`src/rtl/core/iir3z1p_pkg.sv`:
```
// shared types and constants for the three-zero one-pole iir filter
// no dependencies; used by the coefficient bank, the mac and the top level

package iir3z1p_pkg;

  // coefficient word width, unsigned fraction
  localparam int unsigned GainWidth = 16;

  // configuration register index width
  localparam int unsigned CfgIdxWidth = 2;

  // register map
  typedef enum logic [CfgIdxWidth-1:0] {
    CfgGainCurrent  = 2'd0,
    CfgGainPrev     = 2'd1,
    CfgGainPrev2    = 2'd2,
    CfgGainFeedback = 2'd3
  } cfg_reg_e;

  // coefficient values after reset
  localparam logic [GainWidth-1:0] GainCurrentRst  = 16'd20480;  // 0.3125
  localparam logic [GainWidth-1:0] GainPrevRst     = 16'd15754;  // about 0.240385
  localparam logic [GainWidth-1:0] GainPrev2Rst    = 16'd20480;  // 0.3125
  localparam logic [GainWidth-1:0] GainFeedbackRst = 16'd19456;  // 0.296875

  // the four coefficients as one bundle
  typedef struct packed {
    logic [GainWidth-1:0] current;
    logic [GainWidth-1:0] prev;
    logic [GainWidth-1:0] prev2;
    logic [GainWidth-1:0] feedback;
  } gains_t;

endpackage

```
`src/rtl/core/iir3z1p_if.sv`:
```
// valid/ready stream interfaces for the input and result words
// no dependencies

interface iir3z1p_in_if #(
  parameter int unsigned SampleWidth = 12
) ();
  logic                   valid;
  logic                   ready;
  logic [SampleWidth-1:0] sample_in;

  modport source (output valid, output sample_in, input ready);
  modport sink   (input valid, input sample_in, output ready);
endinterface

interface iir3z1p_out_if #(
  parameter int unsigned SampleWidth = 12
) ();
  logic                   valid;
  logic                   ready;
  logic [SampleWidth-1:0] sample_out;

  modport source (output valid, output sample_out, input ready);
  modport sink   (input valid, input sample_out, output ready);
endinterface

```
`src/rtl/core/iir_filter_three_zero_one_pole.sv`:
```
// top level of the three-zero one-pole iir filter: handshake, sample history, output register
// depends on iir3z1p_pkg, iir3z1p_if, iir3z1p_cfg and iir3z1p_mac

// Direct-form-1 filter on unsigned samples: each result word is
// (c0*x + c1*x1 + c2*x2 + c3*y1) >> COEF_FRAC_BITS, saturated at 2^SAMPLE_WIDTH-1,
// where x1/x2 are the two previous input words and y1 is the previous (saturated)
// result. One result word is produced per input word. A word is captured in an
// input register, goes combinationally through the four multipliers, the adder tree
// and the clamp, and moves into the output register once the output is not stalled.
// Throughput is one word per clock while the output is not stalled: the feedback
// loop from the previous output value through the feedback multiplier and adder tree
// back to the history register is combinational, so that path sets the clock limit.
// While the output register holds a word that the sink has not yet taken, input
// ready stays high only as long as the input register is empty; with both registers
// full, a stalled output holds off the input. Coefficients (unsigned Q0.COEF_FRAC_BITS,
// 16 bits wide) are written through cfg_we_i/cfg_idx_i/cfg_data_i and should only be
// changed while no word is in flight. Reset clears the sample history and loads the
// default coefficients.

module iir_filter_three_zero_one_pole #(
  parameter int unsigned SAMPLE_WIDTH   = 12,
  parameter int unsigned COEF_FRAC_BITS = 16
) (
  input  logic                                clk_i,
  input  logic                                rst_ni,
  input  logic                                cfg_we_i,
  input  logic [iir3z1p_pkg::CfgIdxWidth-1:0] cfg_idx_i,
  input  logic [iir3z1p_pkg::GainWidth-1:0]   cfg_data_i,
  iir3z1p_in_if.sink                          in_i,
  iir3z1p_out_if.source                       out_o
);

  iir3z1p_pkg::gains_t gains;

  // input stage
  logic                    in_valid_q;
  logic [SAMPLE_WIDTH-1:0] x_q;

  // sample history, advanced when a word moves to the output register
  logic [SAMPLE_WIDTH-1:0] x1_q, x2_q, y1_q;

  // output stage
  logic                    out_valid_q;
  logic [SAMPLE_WIDTH-1:0] y_q;
  logic [SAMPLE_WIDTH-1:0] y_d;

  logic out_free;   // output register can take a word this cycle
  logic advance;    // input-stage word moves to the output register
  logic in_free;    // input register can take a word this cycle
  logic in_take;

  assign out_free = !out_valid_q || out_o.ready;
  assign advance  = in_valid_q && out_free;
  assign in_free  = !in_valid_q || out_free;
  assign in_take  = in_i.valid && in_free;

  assign in_i.ready = in_free;

  iir3z1p_cfg u_cfg (
    .clk_i      (clk_i),
    .rst_ni     (rst_ni),
    .cfg_we_i   (cfg_we_i),
    .cfg_idx_i  (cfg_idx_i),
    .cfg_data_i (cfg_data_i),
    .gains_o    (gains)
  );

  iir3z1p_mac #(
    .SampleWidth  (SAMPLE_WIDTH),
    .CoefFracBits (COEF_FRAC_BITS)
  ) u_mac (
    .gains_i (gains),
    .x_i     (x_q),
    .x1_i    (x1_q),
    .x2_i    (x2_q),
    .y1_i    (y1_q),
    .y_o     (y_d)
  );

  // valid flags
  always_ff @(posedge clk_i or negedge rst_ni) begin
    if (!rst_ni) begin
      in_valid_q  <= 1'b0;
      out_valid_q <= 1'b0;
    end else begin
      if (in_free) begin
        in_valid_q <= in_i.valid;
      end
      if (out_free) begin
        out_valid_q <= in_valid_q;
      end
    end
  end

  // history is filter state and must start at zero
  always_ff @(posedge clk_i or negedge rst_ni) begin
    if (!rst_ni) begin
      x1_q <= '0;
      x2_q <= '0;
      y1_q <= '0;
    end else if (advance) begin
      x2_q <= x1_q;
      x1_q <= x_q;
      y1_q <= y_d;   // saturated value is what feeds back
    end
  end

  // payload registers
  always_ff @(posedge clk_i) begin
    if (in_take) begin
      x_q <= in_i.sample_in;
    end
    if (advance) begin
      y_q <= y_d;
    end
  end

  assign out_o.valid      = out_valid_q;
  assign out_o.sample_out = y_q;

endmodule

```
`src/rtl/core/iir3z1p_cfg.sv`:
```
// coefficient register bank, written through a plain write port
// depends on iir3z1p_pkg

module iir3z1p_cfg (
  input  logic                                 clk_i,
  input  logic                                 rst_ni,
  input  logic                                 cfg_we_i,
  input  logic [iir3z1p_pkg::CfgIdxWidth-1:0]  cfg_idx_i,
  input  logic [iir3z1p_pkg::GainWidth-1:0]    cfg_data_i,
  output iir3z1p_pkg::gains_t                  gains_o
);

  iir3z1p_pkg::gains_t gains_q;

  always_ff @(posedge clk_i or negedge rst_ni) begin
    if (!rst_ni) begin
      gains_q.current  <= iir3z1p_pkg::GainCurrentRst;
      gains_q.prev     <= iir3z1p_pkg::GainPrevRst;
      gains_q.prev2    <= iir3z1p_pkg::GainPrev2Rst;
      gains_q.feedback <= iir3z1p_pkg::GainFeedbackRst;
    end else if (cfg_we_i) begin
      case (iir3z1p_pkg::cfg_reg_e'(cfg_idx_i))
        iir3z1p_pkg::CfgGainCurrent:  gains_q.current  <= cfg_data_i;
        iir3z1p_pkg::CfgGainPrev:     gains_q.prev     <= cfg_data_i;
        iir3z1p_pkg::CfgGainPrev2:    gains_q.prev2    <= cfg_data_i;
        iir3z1p_pkg::CfgGainFeedback: gains_q.feedback <= cfg_data_i;
        default: ;
      endcase
    end
  end

  assign gains_o = gains_q;

endmodule

```
`src/rtl/core/iir3z1p_mac.sv`:
```
// four-tap multiply-accumulate with truncating shift and saturation
// depends on iir3z1p_pkg

module iir3z1p_mac #(
  parameter int unsigned SampleWidth  = 12,
  parameter int unsigned CoefFracBits = 16
) (
  input  iir3z1p_pkg::gains_t     gains_i,
  input  logic [SampleWidth-1:0]  x_i,
  input  logic [SampleWidth-1:0]  x1_i,
  input  logic [SampleWidth-1:0]  x2_i,
  input  logic [SampleWidth-1:0]  y1_i,
  output logic [SampleWidth-1:0]  y_o
);

  localparam int unsigned ProdWidth = iir3z1p_pkg::GainWidth + SampleWidth;
  // two guard bits cover the sum of four products
  localparam int unsigned AccWidth  = ProdWidth + 2;

  localparam logic [AccWidth-1:0] SampleMax = AccWidth'({SampleWidth{1'b1}});

  logic [ProdWidth-1:0] prod_x, prod_x1, prod_x2, prod_y1;
  logic [AccWidth-1:0]  acc;
  logic [AccWidth-1:0]  acc_shr;

  always_comb begin
    prod_x  = ProdWidth'(gains_i.current)  * ProdWidth'(x_i);
    prod_x1 = ProdWidth'(gains_i.prev)     * ProdWidth'(x1_i);
    prod_x2 = ProdWidth'(gains_i.prev2)    * ProdWidth'(x2_i);
    prod_y1 = ProdWidth'(gains_i.feedback) * ProdWidth'(y1_i);

    acc = (AccWidth'(prod_x) + AccWidth'(prod_x1))
        + (AccWidth'(prod_x2) + AccWidth'(prod_y1));

    // sum is never negative, so a plain shift truncates toward zero
    acc_shr = acc >> CoefFracBits;

    if (acc_shr > SampleMax) begin
      y_o = {SampleWidth{1'b1}};
    end else begin
      y_o = acc_shr[SampleWidth-1:0];
    end
  end

endmodule
```
`src/flat_wrapper.sv`:
```
// flat-port wrapper written by rule: the top's interface ports become plain ports
module iir_filter_three_zero_one_pole_flat 
#(
  parameter int unsigned SAMPLE_WIDTH   = 12,
  parameter int unsigned COEF_FRAC_BITS = 16
)
  (clk_i, rst_ni, cfg_we_i, cfg_idx_i, cfg_data_i, in_i_valid, in_i_sample_in, in_i_ready, out_o_valid, out_o_sample_out, out_o_ready);
  iir3z1p_in_if in_i_i ();
  iir3z1p_out_if out_o_i ();
  input  logic clk_i;
  input  logic rst_ni;
  input  logic cfg_we_i;
  input  logic [iir3z1p_pkg::CfgIdxWidth-1:0] cfg_idx_i;
  input  logic [iir3z1p_pkg::GainWidth-1:0] cfg_data_i;
  input wire logic [$bits(in_i_i.valid)-1:0] in_i_valid;
  input wire logic [$bits(in_i_i.sample_in)-1:0] in_i_sample_in;
  output wire logic [$bits(in_i_i.ready)-1:0] in_i_ready;
  output wire logic [$bits(out_o_i.valid)-1:0] out_o_valid;
  output wire logic [$bits(out_o_i.sample_out)-1:0] out_o_sample_out;
  input wire logic [$bits(out_o_i.ready)-1:0] out_o_ready;
  assign in_i_i.valid = in_i_valid;
  assign in_i_i.sample_in = in_i_sample_in;
  assign in_i_ready = in_i_i.ready;
  assign out_o_valid = out_o_i.valid;
  assign out_o_sample_out = out_o_i.sample_out;
  assign out_o_i.ready = out_o_ready;
  iir_filter_three_zero_one_pole #(.SAMPLE_WIDTH(SAMPLE_WIDTH), .COEF_FRAC_BITS(COEF_FRAC_BITS)) u_core (.clk_i(clk_i), .rst_ni(rst_ni), .cfg_we_i(cfg_we_i), .cfg_idx_i(cfg_idx_i), .cfg_data_i(cfg_data_i), .in_i(in_i_i), .out_o(out_o_i));
endmodule
```
`config.mk`:
```
export PLATFORM = sky130hd
export DESIGN_NAME = iir_filter_three_zero_one_pole_flat
export DESIGN_NICKNAME = d
export VERILOG_FILES = /design/src/rtl/core/iir3z1p_pkg.sv /design/src/rtl/core/iir3z1p_if.sv /design/src/rtl/core/iir_filter_three_zero_one_pole.sv /design/src/rtl/core/iir3z1p_cfg.sv /design/src/rtl/core/iir3z1p_mac.sv /design/src/flat_wrapper.sv
export SDC_FILE = /design/constraint.sdc
export NUM_CORES = 2
export LEC_CHECK = 0
export BUFFER_PORTS_ARGS = -buffer_cell sky130_fd_sc_hd__buf_2
export CAP_MARGIN = 20
export CORE_ASPECT_RATIO = 1.2
export CORE_MARGIN = 2
export CORE_UTILIZATION = 30
export DETAILED_ROUTE_END_ITERATION = 16
export GPL_TIMING_DRIVEN = 1
export SLEW_MARGIN = 20
export SYNTH_ARGS = -nofsm -noshare
export SYNTH_HDL_FRONTEND = slang
export SYNTH_HIERARCHICAL = 1
export SYNTH_SLANG_ARGS = --single-unit
```
`constraint.sdc`:
```
create_clock -name clk_i -period 10.1 [get_ports clk_i]
set_input_delay 1.01 -clock clk_i [delete_from_list [all_inputs] [get_ports clk_i]]
set_output_delay 1.01 -clock clk_i [all_outputs]
set_load 0.005 [all_outputs]
```
==> flow_summary.ini <==
[run_status]
status = finished clean

[timing]
rsz0062_at_grt = no
finClkSkew_ps = 25.4
hold_viol = 0
setup_viol = 0
period_share_pct = 87.0
min_period_ps = 8790
fin_tns_setup_ps = 0
max_freq_mhz = 114
slew-limit-headroom_pct = 35.7
drv_slew = 0
tightestPinTransition_ps = 964
setup_slack_ps = 1310

[logic_synthesis]
synthTopCellsByCount = inv_1, fa_1, nand2_1
ys_warn_count = 6
syn_nets = 3997
ys_seq_area_share_pct = 11.0
ys_top_cells_by_area = fa_1, inv_1, ha_1, and2_1, dfrtp_1
synthDistinctLibCells = 65
netlist_area_mm2 = 0.0300
synth_area_per_cell_um2 = 9.88
synthArstFlopShare_pct = 81.0
synth.most_common_cell = inv_1
yosysTopAreaCellShare_pct = 47.4
synth_area_leader_cell = fa_1
synthFlopType = dfrtp_1
ys_seq_elements = 126
syn_inst = 3034
synth-edff-count = 24

[place]
hpwl_um = 65800
dpl-instance-area_mm2 = 0.0314
dp.cells = 4261
dp_slack_ps = 1350
place_congestion = 0.858
io_buffer_count = 48

[worst_setup_path]
critPathBufInv = 5
critPathKind = register to register
crit_arrival_ps = 9190
cp_slowest_cell = edfxtp_1
cp_max_fo = 17
worst_ep_required_time_ps = 10500
startpoint_type = register
crit_family = adder cells
end_kind = register
cp_slowest_stage_delay_ps = 980
cpMostUsedCell = fa_1

[routing]
viasPerCell = 4.53
drt_pass1_iterations = 7
routed_wirelength_um = 78300
drt_iter0_markers = 949
num_vias = 19442
wire_per_inst_um = 18.2
ant_nets = 0
route.detailed.drc = 0

[final_layout]
fin_cells = 4293
n_antenna_cell = 0
area_growth_pct = 6.57
drive_above_1_share_pct = 7.49
fillers = 10365
final_nets = 3953
final_area_mm2 = 0.0320

[cts]
clkLatencyLatePin_ps = 520
cts_setup_buffers = 0
clockBufferDepth = 2
clk_pin_slew_ps = 70
cts_tree = built
clock_sinks = 126
numCtsBuffers = 17
cts.repair.resized = 0
htreeDepth = 4
clockRootBuffer = clkbuf_16
hold_buffers = 0

[die]
core_area_mm2 = 0.0995
io_pins = 49
start_util_pct = 30.1
die_area_mm2 = 0.103
rows = 127
die-height_um = 350
die_x_um = 293

[grt]
antenna_found_initial = 2
grt_pass1_wl_um = 126000
grt_max_degree = 55
grt_pass1_vias = 21710
overflow = 0
grt_usage_pct = 16.4

[hold_path]
hp-class = register to register

[flow_run]
cap_violations = 0
[metal layers]
layer / up-vias / wire length [um] / track usage (%)
met5: - / 0 / 0
met4: 0 / 4300 / 9.02
met3: 138 / 2030 / 1.38
met2: 410 / 43100 / 30.7
met1: 10321 / 28800 / 18.4
li1: 8573 / - / -
[layout make-up]
cell class                      instances  area, um^2  share of cell area (%)
Multi-Input combinational cell       1937       23000                    72.0
Sequential cell                       126        3290                    10.3
Inverter                              849        3190                    9.97
Tap cell                             1290        1610                    5.05
Clock buffer                           20         457                    1.43
Timing Repair Buffer                   59         325                    1.02
Clock inverter                         12        87.6                   0.274
[state kept, by name, indices dropped and copies added (netlist names)]
name / count
u_core/in_valid_q: 1
u_core/out_o.sample_out: 12
u_core/out_o.valid: 1
u_core/u_cfg/gains_o: 64
u_core/x1_q: 12
u_core/x2_q: 12
u_core/x_q: 12
u_core/y1_q: 12
[cell usage in the layout, fill, tap and decap left out, drive strengths merged, types with 3 or more instances in the layout]
cell / count
a2111oi: 3
fa: 710
a21o: 11
nand2: 401
a21oi: 16
mux2: 100
nand2b: 4
nand3b: 3
nand3: 11
dfrtp: 87
inv: 851
nand4: 3
clkbuf: 20
o21ai: 14
xnor2: 10
dfstp: 15
edfxtp: 24
ha: 218
nor3: 3
nor2: 6
clkinv: 8
o21a: 4
a211oi: 5
buf: 59
and2: 382
[metrics by stage]
| step | hold slack [ps] | utilization (%) |
|---|---|---|
| 2_1_floorplan | 506 | - |
| 4_1_cts | 555 | 32.1 |
| 3_3_place_gp | 530 | 31.6 |
| 3_5_place_dp | 534 | 31.6 |
| 6_report | 547 | 32.1 |
| 5_1_grt | 571 | 32.1 |
[worst reg2reg max path: cells and delay by family (launching register included)]
family / cells / cell delay [ps]
flip-flops: 1 / 980
adder cells (fa/ha/maj): 10 / 4650
AND/OR/NAND/NOR: 2 / 370
AO/OA/AOI/OAI: 7 / 2070
multiplexers: 1 / 300
buffers and inverters: 5 / 300
[path summary, 6_finish.rpt]
kind / from / to / slack, ps / cells past startpoint
max reg2reg: u_core/x_q[5] / u_core/y1_q[10] / 1310 / 25
max: u_core/x_q[5] / u_core/y1_q[10] / 1310 / 25
max in group asynchronous: rst_ni / u_core/u_cfg/gains_o[55] / 8170 / 2
min: u_core/in_valid_q / u_core/out_o.valid / 550 / 1
min in group asynchronous: rst_ni / u_core/y1_q[6] / 590 / 1
min reg2reg: u_core/in_valid_q / u_core/out_o.valid / 550 / 1
[logic make-up (layout without fill, tap and decap cells)]
family	Yosys count	after routing	synth area share [%]
mux	100	100	4.12
fa+ha+maj	928	928	56.5
compound gates	73	73	1.79
simple gates	824	824	13.9
xor+xnor	12	12	0.350
flops	126	126	11.0
buf+inv	971	940	12.3
Power is left out: the tool's default activity adds up to more than one toggle a clock period on the data nets, which glitch-free logic cannot reach.
